`config.mk`:
```
export PLATFORM = sky130hd
export DESIGN_NAME = length_prefixed_deframer
export DESIGN_NICKNAME = d
export VERILOG_FILES = /design/src/lpd_pkg.sv /design/src/lpd_core.sv /design/src/length_prefixed_deframer.sv
export SDC_FILE = /design/constraint.sdc
export NUM_CORES = 1
export LEC_CHECK = 0
export ABC_AREA = 1
export BUFFER_PORTS_ARGS = -buffer_cell sky130_fd_sc_hd__buf_2
export CAP_MARGIN = 20
export CORE_MARGIN = 4
export CORE_UTILIZATION = 55
export CTS_CLUSTER_DIAMETER = 60
export DETAILED_ROUTE_END_ITERATION = 10
export GPL_ROUTABILITY_DRIVEN = 0
export HOLD_SLACK_MARGIN = 0.12
export PLACE_DENSITY = 0.76
export SYNTH_ARGS = -nofsm -noshare
export SYNTH_HDL_FRONTEND = slang
export SYNTH_SLANG_ARGS = --single-unit
```
`constraint.sdc`:
```
create_clock -name i_clk -period 6.6 [get_ports i_clk]
set_input_delay 1.32 -clock i_clk [delete_from_list [all_inputs] [get_ports i_clk]]
set_output_delay 1.32 -clock i_clk [all_outputs]
set_load 0.02 [all_outputs]
```
`src/lpd_pkg.sv`:
```
// Shared declarations for the length-prefixed record deframer.
// Holds parameter defaults, phase codes and the result record type.
// No dependencies.
package lpd_pkg;

    // Parameter defaults.
    localparam int unsigned DEF_RADIX     = 128;
    localparam int unsigned DEF_LEN_WIDTH = 32;

    // Width of the record_length output port.
    localparam int unsigned RECLEN_W = 32;

    // Phase codes of the deframing state machine.
    localparam logic [1:0] PH_HEADER  = 2'd0;
    localparam logic [1:0] PH_DIGITS  = 2'd1;
    localparam logic [1:0] PH_PAYLOAD = 2'd2;

    // One result as it leaves the decode stage.
    typedef struct packed {
        logic                valid;
        logic [7:0]          payload_byte;
        logic                is_payload;
        logic                last_of_record;
        logic [RECLEN_W-1:0] record_length;
        logic                length_overflow;
    } t_lpd_res;

endpackage : lpd_pkg

```
`src/lpd_core.sv`:
```
// Decode stage of the length-prefixed record deframer: the record state and
// the single-pass next-state and result logic for one stream byte.
// Depends on lpd_pkg.
module lpd_core #(
    parameter int unsigned RADIX     = lpd_pkg::DEF_RADIX,
    parameter int unsigned LEN_WIDTH = lpd_pkg::DEF_LEN_WIDTH
) (
    input  logic              i_clk,
    input  logic              i_rst_n,
    input  logic              i_fire,
    input  logic [7:0]        i_byte,
    input  logic              i_resync,
    output lpd_pkg::t_lpd_res o_res
);
    import lpd_pkg::*;

    // The length counter is at most 32 bits wide.
    localparam int unsigned CW = (LEN_WIDTH > 32) ? 32 : LEN_WIDTH;
    // accum * RADIX + digit stays below 2^(CW+9) for RADIX up to 256.
    localparam int unsigned PW = CW + 9;
    localparam logic [CW-1:0] LEN_MAX = {CW{1'b1}};

    logic [1:0]    r_phase,  n_phase;
    logic [7:0]    r_digits, n_digits;
    logic [CW-1:0] r_accum,  n_accum;
    logic [CW-1:0] r_bytes,  n_bytes;
    logic          r_ovf,    n_ovf;

    logic [PW-1:0] w_prod;
    logic          w_sat;
    logic [CW-1:0] w_accum;
    logic          w_last;
    logic          do_hdr;

    assign w_prod  = {9'd0, r_accum} * PW'(RADIX) + PW'(i_byte);
    assign w_sat   = w_prod > PW'(LEN_MAX);
    assign w_accum = w_sat ? LEN_MAX : w_prod[CW-1:0];
    assign w_last  = r_bytes <= CW'(1);

    always_comb begin
        n_phase  = r_phase;
        n_digits = r_digits;
        n_accum  = r_accum;
        n_bytes  = r_bytes;
        n_ovf    = r_ovf;
        do_hdr   = 1'b0;
        o_res    = '0;

        if (i_fire) begin
            if (i_resync) begin
                do_hdr = 1'b1;
            end else begin
                unique case (r_phase)
                    PH_DIGITS: begin
                        n_accum  = w_accum;
                        n_ovf    = r_ovf | w_sat;
                        n_digits = r_digits - 8'd1;
                        if (n_digits == 8'd0) begin
                            if (w_accum == '0) begin
                                // A length of zero closes the record with a marker.
                                n_phase = PH_HEADER;
                                n_accum = '0;
                                n_bytes = '0;
                                n_ovf   = 1'b0;
                                o_res.valid          = 1'b1;
                                o_res.last_of_record = 1'b1;
                            end else begin
                                n_bytes = w_accum;
                                n_phase = PH_PAYLOAD;
                            end
                        end
                    end
                    PH_PAYLOAD: begin
                        o_res.valid           = 1'b1;
                        o_res.payload_byte    = i_byte;
                        o_res.is_payload      = 1'b1;
                        o_res.last_of_record  = w_last;
                        o_res.record_length   = RECLEN_W'(r_accum);
                        o_res.length_overflow = r_ovf;
                        if (w_last) begin
                            n_bytes = '0;
                            n_phase = PH_HEADER;
                        end else begin
                            n_bytes = r_bytes - CW'(1);
                        end
                    end
                    default: begin
                        do_hdr = 1'b1;
                    end
                endcase
            end

            if (do_hdr) begin
                n_accum  = '0;
                n_bytes  = '0;
                n_ovf    = 1'b0;
                n_digits = i_byte;
                if (i_byte == 8'd0) begin
                    n_phase = PH_HEADER;
                    o_res.valid          = 1'b1;
                    o_res.last_of_record = 1'b1;
                end else begin
                    n_phase = PH_DIGITS;
                end
            end
        end
    end

    always_ff @(posedge i_clk) begin
        if (!i_rst_n) begin
            r_phase  <= PH_HEADER;
            r_digits <= '0;
            r_accum  <= '0;
            r_bytes  <= '0;
            r_ovf    <= 1'b0;
        end else begin
            r_phase  <= n_phase;
            r_digits <= n_digits;
            r_accum  <= n_accum;
            r_bytes  <= n_bytes;
            r_ovf    <= n_ovf;
        end
    end

endmodule : lpd_core

```
`src/length_prefixed_deframer.sv`:
```
// Top level of the length-prefixed record deframer: input register, decode
// stage and result register with valid/stall handshakes on both sides.
// Depends on lpd_pkg and lpd_core.
//
// The block takes one byte of a stream of back-to-back records in each
// transaction. A record is a digit-count byte n, then n length digits in
// radix RADIX (most significant first), then as many payload bytes as that
// length. Every payload byte comes out as one result transaction carrying
// the byte, the record length, an overflow flag and a last-of-record mark;
// a record of length zero gives a single marker with is_payload low. Header
// and digit bytes give no result. The length counter is min(LEN_WIDTH, 32)
// bits wide and saturates, flagging overflow for the rest of that record.
// Raising i_resync with a byte makes that byte a fresh header and drops the
// record in progress without a last mark. The block accepts one byte in
// every cycle for as long as results are taken. An accepted byte is held in
// the input register and decoded from there, and its result is written to
// the result register, from which it is offered. All of the decoding
// happens in a single pass between those two registers. While a result
// waits under stall, the held byte is not decoded and the input is stalled.
module length_prefixed_deframer #(
    parameter int unsigned RADIX     = lpd_pkg::DEF_RADIX,
    parameter int unsigned LEN_WIDTH = lpd_pkg::DEF_LEN_WIDTH
) (
    input  logic                         i_clk,
    input  logic                         i_rst_n,
    // Byte stream in.
    input  logic                         i_valid,
    output logic                         o_stall,
    input  logic [7:0]                   i_in_byte,
    input  logic                         i_resync,
    // Results out.
    output logic                         o_valid,
    input  logic                         i_stall,
    output logic [7:0]                   o_payload_byte,
    output logic                         o_is_payload,
    output logic                         o_last_of_record,
    output logic [lpd_pkg::RECLEN_W-1:0] o_record_length,
    output logic                         o_length_overflow
);
    import lpd_pkg::*;

    // Input register.
    logic       r_in_valid;
    logic [7:0] r_in_byte;
    logic       r_in_resync;

    // Result register.
    logic                r_out_valid;
    logic [7:0]          r_out_byte;
    logic                r_out_is_payload;
    logic                r_out_last;
    logic [RECLEN_W-1:0] r_out_length;
    logic                r_out_ovf;

    logic     fire;
    t_lpd_res res;

    // The held byte is decoded once the result register is free or is
    // being emptied in this cycle, so only a stalled waiting result blocks it.
    assign fire    = r_in_valid && (!r_out_valid || !i_stall);
    assign o_stall = r_in_valid && !fire;

    always_ff @(posedge i_clk) begin
        if (!i_rst_n) begin
            r_in_valid <= 1'b0;
        end else if (!o_stall) begin
            r_in_valid <= i_valid;
        end
    end

    always_ff @(posedge i_clk) begin
        if (i_valid && !o_stall) begin
            r_in_byte   <= i_in_byte;
            r_in_resync <= i_resync;
        end
    end

    lpd_core #(
        .RADIX     (RADIX),
        .LEN_WIDTH (LEN_WIDTH)
    ) u_core (
        .i_clk    (i_clk),
        .i_rst_n  (i_rst_n),
        .i_fire   (fire),
        .i_byte   (r_in_byte),
        .i_resync (r_in_resync),
        .o_res    (res)
    );

    // A decoded byte that gives no result simply leaves the register empty.
    always_ff @(posedge i_clk) begin
        if (!i_rst_n) begin
            r_out_valid <= 1'b0;
        end else if (fire) begin
            r_out_valid <= res.valid;
        end else if (!i_stall) begin
            r_out_valid <= 1'b0;
        end
    end

    always_ff @(posedge i_clk) begin
        if (fire && res.valid) begin
            r_out_byte       <= res.payload_byte;
            r_out_is_payload <= res.is_payload;
            r_out_last       <= res.last_of_record;
            r_out_length     <= res.record_length;
            r_out_ovf        <= res.length_overflow;
        end
    end

    assign o_valid           = r_out_valid;
    assign o_payload_byte    = r_out_byte;
    assign o_is_payload      = r_out_is_payload;
    assign o_last_of_record  = r_out_last;
    assign o_record_length   = r_out_length;
    assign o_length_overflow = r_out_ovf;

endmodule : length_prefixed_deframer

```
==> results of run 1 <==
-- worst max path at each step --
stage	endpoint	slack, ps	cells after the start
floorplan	o_is_payload$_SDFFCE_PP0P_	3170	19
global placement	u_core.r_digits[4]$_SDFFE_PN0P_	2750	7
detailed placement	o_record_length[3]$_SDFFCE_PP0P_	2740	18
CTS	o_record_length[25]$_SDFFCE_PP0P_	2710	18
global route	o_payload_byte[6]$_SDFFCE_PP0P_	2370	18
finish	o_record_length[0]$_SDFFCE_PP0P_	2740	18
-- registers in the layout (all words and copies together) (netlist names), 2 cells and up --
register and cells:
u_core.r_phase 2, u_core.r_digits 8, o_record_length 32, o_payload_byte 8
u_core.r_accum 32, r_in_byte 8, u_core.r_bytes 32
-- cells by family (layout without fill, tap and decap cells) --
logic type / count (synthesis) / count (layout)
xor+xnor: 34 / 34
flops: 129 / 129
compound gates: 188 / 188
simple gates: 513 / 513
fa+ha+maj: 9 / 9
buf+inv: 143 / 202
-- final cells by class --
class | count | area [um2] | share of cell area (%)
repair buffers | 64 | 390 | 4.74
well taps | 172 | 215 | 2.61
flip-flops and latches | 129 | 3100 | 37.7
clock buffers | 18 | 439 | 5.34
clock inverters | 14 | 130 | 1.58
multi-input cells | 744 | 3560 | 43.2
inverters | 106 | 398 | 4.83
-- worst max-delay path, cell delays in order (launching register included) --
cell,delay (ps)
dfxtp_1,410
ha_1,180
ha_1,200
inv_1,100
nor2_4,170
nand2_2,100
nor2_4,170
nand2_1,70
nand2_1,50
nand2_1,40
nor2_1,100
nand2_1,110
nor2_4,420
nand2_1,170
nor2_1,170
nand4_1,120
nand2_1,70
nand2_1,110
inv_2,670
-- power by group --
group	switching (W)	total, W	internal, W
clock	0.000377	0.000907	0.000531
combinational	0.000158	0.000232	0.0000731
sequential	0.0000177	0.000863	0.000845
-- layout by cell type (no fill, tap or decap), types with 4 or more instances in the layout --
cell type / n
nand2_1: 269
nor2_1: 165
inv_1: 100
a21oi_1: 90
dfxtp_1: 77
o21ai_0: 65
buf_2: 57
edfxtp_1: 52
nand3_1: 33
xor2_1: 27
clkbuf_16: 17
nor4_1: 9
ha_1: 9
nor3_1: 8
o211ai_1: 8
xnor2_1: 7
nor2_4: 6
nand4_1: 6
o311ai_0: 6
nand2_2: 5
inv_2: 4
nor2_2: 4
inv_6: 4
clkinvlp_4: 4
buf_4: 4
-- stage by stage --
stage               hold slack [ps]  total power, W  setup slack [ps]  instance area, um2  instances
finish                          467         0.00200              2740                8230       1247
global route                    512         0.00208              2370                8230       1247
CTS                             471         0.00200              2710                8210       1246
detailed placement              462         0.00110              2740                7640       1214
global placement                454         0.00110              2750                7590       1212
floorplan                       444         0.00104              3170                7200       1016
-- per-layer routing --
| layer | up-vias | routed length [um] | track usage, % |
|---|---|---|---|
| met3 | 50 | 1760 | 6.59 |
| met5 | - | 0 | 0 |
| met2 | 332 | 8840 | 42.0 |
| met1 | 3162 | 8790 | 38.7 |
| li1 | 3405 | - | - |
| met4 | 0 | 686 | 11.5 |
==> out/results.ini, run 1 <==
[clock_tree]
cts_root_buf = clkbuf_16
clock_path_buffers = 2
clk_pin_slew_ps = 60
h-tree-depth = 4
cts_sinks = 129
cts_tree = yes
cts_buffers = 17
hold_buffers = 0
cts_resized = 0
clock_latency_ps = 430
cts_setup_buffers = 0

[yosys]
async_flop_share_pct = 0
synth.area.top_cells = edfxtp_1, dfxtp_1, nand2_1
synth_fa_ha_area_share_pct = 1.56
synth_cell_types = 40
yosysMostFrequentCell = nand2_1
synth-seq-area-share_pct = 43.1
synth_top_family_by_area = simple AND/OR/NAND/NOR gates
synth_largest_area_cell = edfxtp_1
synth_nets = 1038
synth-edff-count = 52
synth.avg_cell_area_um2 = 7.09
synthMuxAreaShare_pct = 0
synthesis.area_mm2 = 0.00720
ys_ff_latch = 129
synth_compound_gate_area_share_pct = 14.4
yosys_warnings = 0
syn_inst = 1016
synth_common_cells = nand2_1, nor2_1, inv_1
synth_top_area_share_pct = 21.7
yosys.area_share.simple_pct = 29.2
synth_top_flop_cell = dfxtp_1
synth-xor-area-share_pct = 4.13

[setup_path]
crit_type = reg2reg
reg2reg_from = u_core.r_accum[0]$_SDFFE_PN0P_
path_max_fanout = 43
r2r_cells = 18
r2r-end = o_record_length[0]$_SDFFCE_PP0P_
r2r_slack_ps = 2740
cp-startpoint = u_core.r_accum[0]$_SDFFE_PN0P_
endpoint_kind = register
crit_path_start_kind = register
cp.required_ps = 6650
worst_ep_arrival_time_ps = 3910

[hold_path]
min_path_cells = 2
min_to = u_core.r_bytes[1]$_SDFFE_PN0P_
worstHoldStart = u_core.r_bytes[1]$_SDFFE_PN0P_
min_path_type = reg2reg

[grt]
grt_pass1_wl_um = 32400
grt_usage_pct = 27.9
antenna_found_initial = 0
grt_max_degree = 63
grt_pass1_vias = 6380
grt_overflow_total = 0

[floorplan]
die_w_um = 122
io_pins = 58
rows = 41
start_util_pct = 56.6
die_area_mm2 = 0.0150
die_y_um = 122
core_area_mm2 = 0.0127

[pwr]
leakage_nw = 3.25
powerDensity_mw_per_mm2 = 243
ir_drop_mv = 0.189

[timing]
hold_viol = 0
period_share_pct = 58.5
setup_violations = 0
tightest_slew_ps = 917
fin_setup_tns_ps = 0
slew_headroom_pct = 38.9
rsz0062_at_grt = no
clock_skew_ps = 8.40
drv_slew = 0
max_freq_mhz = 259
period_needed_ps = 3860

[final_layout]
nNetsFinal = 1084
area_growth_pct = 14.3
n_antenna_cell = 0
drive_gt1_share_pct = 10.9
nFillCells = 1164
fin_util_pct = 64.7

[detailed_routing]
drtPass1Iterations = 7
vias = 6949
vias_per_cell = 5.57
drcViolationCount = 0
drt_wl_total_um = 20100
ant_nets = 0
wire_per_inst_um = 16.1
drtIter0Drc = 990

[flow_run]
drv_cap = 0

[placed_design]
dp_hpwl_um = 14300
portBuffers = 57

[status]
status = finished clean

Power figures use the tool's default switching activity.
==> run 2, diff against run 1 <==
--- a/config.mk
+++ b/config.mk
@@ -14,7 +14,7 @@
 export DETAILED_ROUTE_END_ITERATION = 10
 export GPL_ROUTABILITY_DRIVEN = 0
 export HOLD_SLACK_MARGIN = 0.12
-export PLACE_DENSITY = 0.76
+export PLACE_DENSITY = 0.79
 export SYNTH_ARGS = -nofsm -noshare
 export SYNTH_HDL_FRONTEND = slang
 export SYNTH_SLANG_ARGS = --single-unit
==> constraint.sdc (replaced) <==
create_clock -name i_clk -period 3.44 [get_ports i_clk]
set_input_delay 0.688 -clock i_clk [delete_from_list [all_inputs] [get_ports i_clk]]
set_output_delay 0.688 -clock i_clk [all_outputs]
set_load 0.02 [all_outputs]
==> run 2 against run 1 <==
Non-clock buffer count grew 9. Core utilization rose by 0.24 points. Count of clock-buffer cells in the layout is the same. Combinational power increased by 94%. Die area did not move. Power grew 93%. Critical endpoint is now o_payload_byte[7]$_SDFFCE_PP0P_. Largest power group unchanged.
==> out/results.ini, run 2 (same netlist as run 1, synthesis figures left out) <==
[final_layout]
nFillCells = 1142  ; -1.9%
final_cell_mix = nand2_1, nor2_1, inv_1
n_antenna_cell = 0  ; unchanged
fin_area_mm2 = 0.00826  ; +0.36%
final_common_cell = nand2_1
drive_gt1_share_pct = 11.3  ; +0.46 points
nNetsFinal = 1093  ; +0.83%
area_growth_pct = 14.7

[setup_path]
crit_path_start_kind = register
cp.required_ps = 3560  ; -3090 ps
path_max_fanout = 43  ; unchanged
crit_type = reg2reg
endpoint_kind = register
worst_ep_arrival_time_ps = 3130  ; -780 ps

[timing]
hold_viol = 0  ; unchanged
clock_skew_ps = 9.09  ; +0.689 ps
tightest_slew_ps = 690  ; -227 ps
drv_slew = 0  ; unchanged
period_needed_ps = 3020  ; -842 ps
slew_headroom_pct = 53.6  ; +15 points
fin_setup_tns_ps = 0  ; unchanged
period_share_pct = 87.8  ; +29 points
max_freq_mhz = 331  ; +28%
rsz0062_at_grt = no
setup_violations = 0  ; unchanged

[detailed_routing]
vias = 6967  ; +0.26%
drt_wl_total_um = 19900  ; -0.76%
drtPass1Iterations = 5  ; -2
drcViolationCount = 0  ; unchanged
vias_per_cell = 5.55  ; -0.46%
ant_nets = 0  ; unchanged
wire_per_inst_um = 15.9  ; -1.5%
drtIter0Drc = 815  ; -18%

[clock_tree]
hold_buffers = 0  ; unchanged
clk_pin_slew_ps = 60  ; about the same
cts_sinks = 129  ; unchanged
h-tree-depth = 4  ; unchanged
cts_tree = yes
cts_root_buf = clkbuf_16
cts_buffers = 17  ; unchanged
clock_latency_ps = 430  ; about the same
cts_resized = 0  ; unchanged
cts_setup_buffers = 0  ; unchanged
clock_path_buffers = 2  ; unchanged

[floorplan]
start_util_pct = 56.6  ; unchanged
rows = 41  ; unchanged
die_w_um = 122  ; unchanged
io_pins = 58  ; unchanged
die_y_um = 122  ; unchanged
core_area_mm2 = 0.0127  ; unchanged
die_area_mm2 = 0.0150  ; unchanged

[hold_path]
min_path_type = in2reg

[grt]
grt_usage_pct = 27.9  ; -0.043 points
grt_max_degree = 44  ; -30%
grt_overflow_total = 0  ; unchanged
grt_pass1_wl_um = 32200  ; -0.70%
grt_pass1_vias = 6256  ; -1.9%
antenna_found_initial = 0  ; unchanged

[pwr]
leakage_nw = 3.28  ; +0.91%
ir_drop_mv = 0.315  ; +67%
powerDensity_mw_per_mm2 = 467  ; +92%
p_int_w = 0.00283  ; +95%
pwr-share-clk_pct = 45.5  ; +0.2 points
p_sw_w = 0.00103  ; +87%
seqPwrFrac_pct = 42.8  ; -0.3 points
switching_share_pct = 26.8  ; -0.82 points
pwr-share-comb_pct = 11.6  ; about the same

[flow_run]
drv_cap = 0  ; unchanged

[placed_design]
dp_hpwl_um = 13900  ; -2.8%
placedInstanceArea_mm2 = 0.00769  ; +0.62%
portBuffers = 57  ; unchanged

[status]
status = finished clean

==> run 2: cell count changes in the layout (fill, tap and decap cells not counted), moves of 2 or more <==
| cell | delta |
|---|---|
| clkinvlp_4 | -3 |
| clkinv_2 | +2 |
| inv_6 | -3 |
| clkinv_1 | +2 |
| buf_4 | +11 |
| buf_16 | -2 |
| clkinv_4 | +2 |
==> run 2: metrics by stage <==
step | hold WS (ps) | std cells | setup slack [ps] | power (W) | util (%)
6_report | 429 | 1256 | 421 | 0.00386 | 64.9
5_1_grt | 425 | 1256 | 95.3 | 0.00400 | 64.9
4_1_cts | 422 | 1256 | 423 | 0.00386 | 64.9
3_5_place_dp | 462 | 1224 | 444 | 0.00212 | 60.4
3_3_place_gp | 455 | 1224 | 493 | 0.00212 | 60.4
2_1_floorplan | 444 | 1016 | 8.41 | 0.00200 | -
==> run 2: final cells by class <==
type                       instances  area, um2  share of cell area, %
clock buffer                      18        429                   5.19
multi-input combinational        744       3560                   43.0
tap                              172        215                   2.60
sequential                       129       3100                   37.6
inverter                         106        398                   4.82
timing repair buffer              73        418                   5.06
clock inverter                    14        143                   1.73
==> run 2: routing by layer <==
layer  global-route usage (%)  wire length [um]  up-vias
met5                        0                 0        -
met4                     8.96               425        0
met3                     7.37              1950       45
met2                     42.6              8780      349
met1                     38.6              8770     3155
li1                         -                 -     3418
==> run 2: worst paths after layout <==
kind	start	end	slack, ps	depth (start not counted)
hold / removal	i_in_byte[0]	r_in_byte[0]$_DFFE_PP_	430	1
setup / recovery	r_in_byte[7]$_DFFE_PP_	o_payload_byte[7]$_SDFFCE_PP0P_	420	19
hold reg to reg	u_core.r_phase[0]$_SDFFE_PN0P_	u_core.r_phase[0]$_SDFFE_PN0P_	480	2
setup reg to reg	r_in_byte[7]$_DFFE_PP_	o_payload_byte[7]$_SDFFCE_PP0P_	420	19
==> run 2: power by group through the flow <==
stage	Combinational, W	Clock [W]	Sequential [W]
2_1_floorplan	0.000312	0	0.00169
3_3_place_gp	0.000437	0	0.00168
3_5_place_dp	0.000437	0	0.00168
4_1_cts	0.000441	0.00177	0.00165
5_1_grt	0.000498	0.00185	0.00166
6_report	0.000450	0.00176	0.00165
==> run 2: worst max-delay path, stage by stage, from the launching register on <==
cell and delay, ps:
edfxtp_1 390, ha_1 170, ha_1 200, inv_1 100, nor2_4 150, nand2_2 100, nor2_4 170, nand2_1 70
nand2_1 60, nand2_1 40, nor2_1 90, nand2_1 110, nor2_4 170, nand2_1 110, nor2_1 150, nand4_1 110
nand2_1 70, nand2_1 80, clkinv_1 90, buf_12 220
==> run 3, diff against run 2 <==
--- a/config.mk
+++ b/config.mk
@@ -5,16 +5,14 @@
 export SDC_FILE = /design/constraint.sdc
 export NUM_CORES = 1
 export LEC_CHECK = 0
-export ABC_AREA = 1
 export BUFFER_PORTS_ARGS = -buffer_cell sky130_fd_sc_hd__buf_2
-export CAP_MARGIN = 20
 export CORE_MARGIN = 4
-export CORE_UTILIZATION = 55
+export CORE_UTILIZATION = 54
 export CTS_CLUSTER_DIAMETER = 60
 export DETAILED_ROUTE_END_ITERATION = 10
 export GPL_ROUTABILITY_DRIVEN = 0
 export HOLD_SLACK_MARGIN = 0.12
-export PLACE_DENSITY = 0.79
+export PLACE_DENSITY = 0.78
 export SYNTH_ARGS = -nofsm -noshare
 export SYNTH_HDL_FRONTEND = slang
 export SYNTH_SLANG_ARGS = --single-unit
==> run 3 against run 2 <==
Cell area fell by 2.3%. Sequential share of layout area rose by 0.93 points. Count of clock-buffer cells in the layout did not move. Non-clock buffer count rose by 31. Combinational power fell by 37%. Power fell by 7.9%. Wire length fell by 0.48%. Core utilization rose by 1.7 points. Critical path type unchanged. Highest routed layer unchanged. Area after synthesis fell by 6.7%. Register-to-register slack got worse by 400 ps.
==> out/results.ini, run 3 <==
[grt]
grt_pass1_vias = 6123  ; -2.1%
grt_overflow_total = 0  ; unchanged
antenna_found_initial = 0  ; unchanged
grt_max_degree = 44  ; unchanged
grt_usage_pct = 26.9  ; -0.92 points
grt_pass1_wl_um = 30800  ; -4.4%

[detailed_routing]
m1WireLength_um = 7840  ; -11%
ant_nets = 0  ; unchanged
vias_per_cell = 6.35  ; +14%
top_layer = met4
drt_wl_total_um = 19800  ; -0.48%
route.met2.wl_um = 9320  ; +6.2%
wl_met3_um = 1930  ; -0.77%
drcViolationCount = 0  ; unchanged
drtIter0Drc = 993  ; +22%
drtPass1Iterations = 8  ; +3
wire_per_inst_um = 19.8  ; +25%
vias = 6376  ; -8.5%

[pwr]
powerDensity_mw_per_mm2 = 441  ; -5.7%
leakage_nw = 3.20  ; -2.7%
ir_drop_mv = 0.273  ; -13%

[clock_tree]
clock_latency_ps = 420  ; about the same
cts_buffers = 17  ; unchanged
cts_tree = yes
h-tree-depth = 4  ; unchanged
clock_path_buffers = 2  ; unchanged
cts_sinks = 129  ; unchanged
cts_root_buf = clkbuf_16
clk_pin_slew_ps = 60  ; about the same

[final_layout]
fin_util_pct = 66.7  ; +1.7 points
fin_area_mm2 = 0.00807  ; -2.3%
final_cell_mix = nand2_1, dfxtp_1, nor2_1
nFillCells = 935  ; -18%
n_antenna_cell = 0  ; unchanged
nNetsFinal = 845  ; -23%
drive_gt1_share_pct = 19.7  ; +8.4 points
area_growth_pct = 20.1
final_common_cell = nand2_1

[setup_path]
crit_path_start_kind = register
path_cells = ha_4, ha_4, nand4_4, nor4_4, buf_4, nand4_2, mux2_4, or4_4, nor2_8, nand4_4, a21oi_4, buf_12, clkbuf_16
crit_slowest_cell = or4_4
r2r_cells = 13  ; -6
crit_type = reg2reg
r2r-end = o_record_length[9]$_SDFFCE_PP0P_
cp-startpoint = r_in_byte[7]$_DFFE_PP_
cp.required_ps = 3570  ; about the same
endpoint_kind = register
cp.buffers_inverters = 3  ; unchanged
cpPeakStageDelay_ps = 470  ; +80 ps
worst_ep_arrival_time_ps = 3550  ; +420 ps
r2r_slack_ps = 30  ; -400 ps
cpLargestDelayFamily = simple AND/OR/NAND/NOR gates
reg2reg_from = r_in_byte[7]$_DFFE_PP_
path_max_fanout = 11  ; -74%

[yosys]
synth_top_area_share_pct = 23.2  ; +1.6 points
ys_ff_latch = 129  ; unchanged
synth.avg_cell_area_um2 = 9.04  ; +28%
syn_inst = 743  ; -27%
synth_cell_types = 71  ; +78%
synth.area.top_cells = edfxtp_1, dfxtp_1, nand2_1
synth_common_cells = nand2_1, dfxtp_1, nor2_1
synth_nets = 765  ; -26%
async_flop_share_pct = 0  ; unchanged
synth-seq-area-share_pct = 46.2  ; +3.1 points
synth_top_flop_cell = dfxtp_1
synthesis.area_mm2 = 0.00672  ; -6.7%
yosysMostFrequentCell = nand2_1
synth_largest_area_cell = edfxtp_1
synth-edff-count = 52  ; unchanged
yosys_warnings = 0  ; unchanged

[floorplan]
die_y_um = 120  ; -2.4%
io_pins = 58  ; unchanged
core_area_mm2 = 0.0121  ; -4.8%
die_area_mm2 = 0.0143  ; -4.7%
rows = 40  ; -2.4%
die_w_um = 120  ; -2.4%
start_util_pct = 55.5  ; -1.1 points

[timing]
fin_hold_ws_ps = 436  ; +6.81 ps
period_share_pct = 99.3  ; +12 points
hold_viol = 0  ; unchanged
period_needed_ps = 3410  ; +396 ps
slew_headroom_pct = 47.6  ; -6.0 points
tightest_slew_ps = 784  ; +94.1 ps
drv_slew = 0  ; unchanged
setup_violations = 0  ; unchanged
max_freq_mhz = 293  ; -12%
clock_skew_ps = 7.58  ; -1.51 ps

[flow_run]
drv_cap = 0  ; unchanged

[hold_path]
min_path_type = in2reg
min_path_cells = 1  ; unchanged
worstHoldStart = i_in_byte[0]
min_to = r_in_byte[0]$_DFFE_PP_

[placed_design]
dp_hpwl_um = 13500  ; -3.0%
placedInstanceArea_mm2 = 0.00735  ; -4.4%
portBuffers = 57  ; unchanged

[status]
status = finished clean

==> run 3: changes by cell type in the layout (fill, tap and decap cells not counted), sizes merged, moves of 10 or more <==
| cell | before | now |
|---|---|---|
| nand2 | 274 | 85 |
| nor2 | 175 | 63 |
| inv | 104 | 18 |
| and2 | 1 | 46 |
| a21oi | 91 | 47 |
| buf | 73 | 102 |
| nor3 | 9 | 26 |
| a21o | 0 | 15 |
| nor4 | 9 | 23 |
| nand4 | 6 | 17 |
| o21ai | 66 | 55 |
| xnor2 | 7 | 18 |
| a22oi | 0 | 10 |
| or3 | 0 | 10 |
==> run 3: routing by layer <==
| layer | track usage (%) | up-vias |
|---|---|---|
| met5 | 0 | - |
| met4 | 11.9 | 0 |
| met3 | 5.75 | 75 |
| met2 | 43.6 | 416 |
| met1 | 34.8 | 2992 |
| li1 | - | 2893 |
==> run 3: how the worst max path moves through the flow <==
stage / endpoint / slack, ps / depth (start not counted)
CTS: o_record_length[15]$_SDFFCE_PP0P_ / 20 / 13
global route: o_record_length[6]$_SDFFCE_PP0P_ / -40 / 14
global placement: o_record_length[29]$_SDFFCE_PP0P_ / 230 / 9
floorplan: o_is_payload$_SDFFCE_PP0P_ / -390 / 12
detailed placement: o_record_length[29]$_SDFFCE_PP0P_ / 80 / 13
finish: o_record_length[9]$_SDFFCE_PP0P_ / 30 / 13
==> run 3: kinds of logic (layout without fill, tap and decap cells) <==
family | count (synthesis) | count (layout) | share of synthesized area, %
AOI/OAI and AO/OA | 183 | 183 | 17.4
xor gates and xnor gates | 36 | 36 | 4.69
adders and majority gates | 9 | 9 | 1.68
buffers and inverters | 56 | 149 | 3.46
DFF | 129 | 129 | 46.2
muxes | 5 | 5 | 0.819
and+or+nand+nor | 325 | 325 | 25.7
==> run 3: per-stage QoR <==
step | setup slack (ps) | power (W) | instances | TNS, ps
after global placement | 228 | 0.00192 | 960 | 0
after detailed placement | 79.1 | 0.00193 | 960 | 0
after global routing | -44.2 | 0.00366 | 1004 | -1500
final | 25.1 | 0.00356 | 1004 | 0
after CTS | 18.5 | 0.00356 | 992 | 0
after floorplan | -390 | 0.00184 | 743 | -16750
==> run 3: where the power goes <==
group,internal [W],switching [W],total [W]
combinational,0.0000973,0.000186,0.000284
clock,0.000945,0.000701,0.00165
sequential,0.00161,0.0000211,0.00163
==> run 3: area by class of cell <==
type,count,area [um2],share of cell area (%)
tap,168,210,2.60
sequential,129,3110,38.5
inverter,13,48.8,0.604
multi-input combinational,558,3460,42.8
clock buffer,18,439,5.44
clock inverter,14,105,1.30
timing repair buffer,104,706,8.74
==> run 3: timing repair <==
action,in CTS,in global routing
hold buffers,0,0
resized for setup,0,7
buffers inserted,0,9
endpoints found under the setup margin,0,53
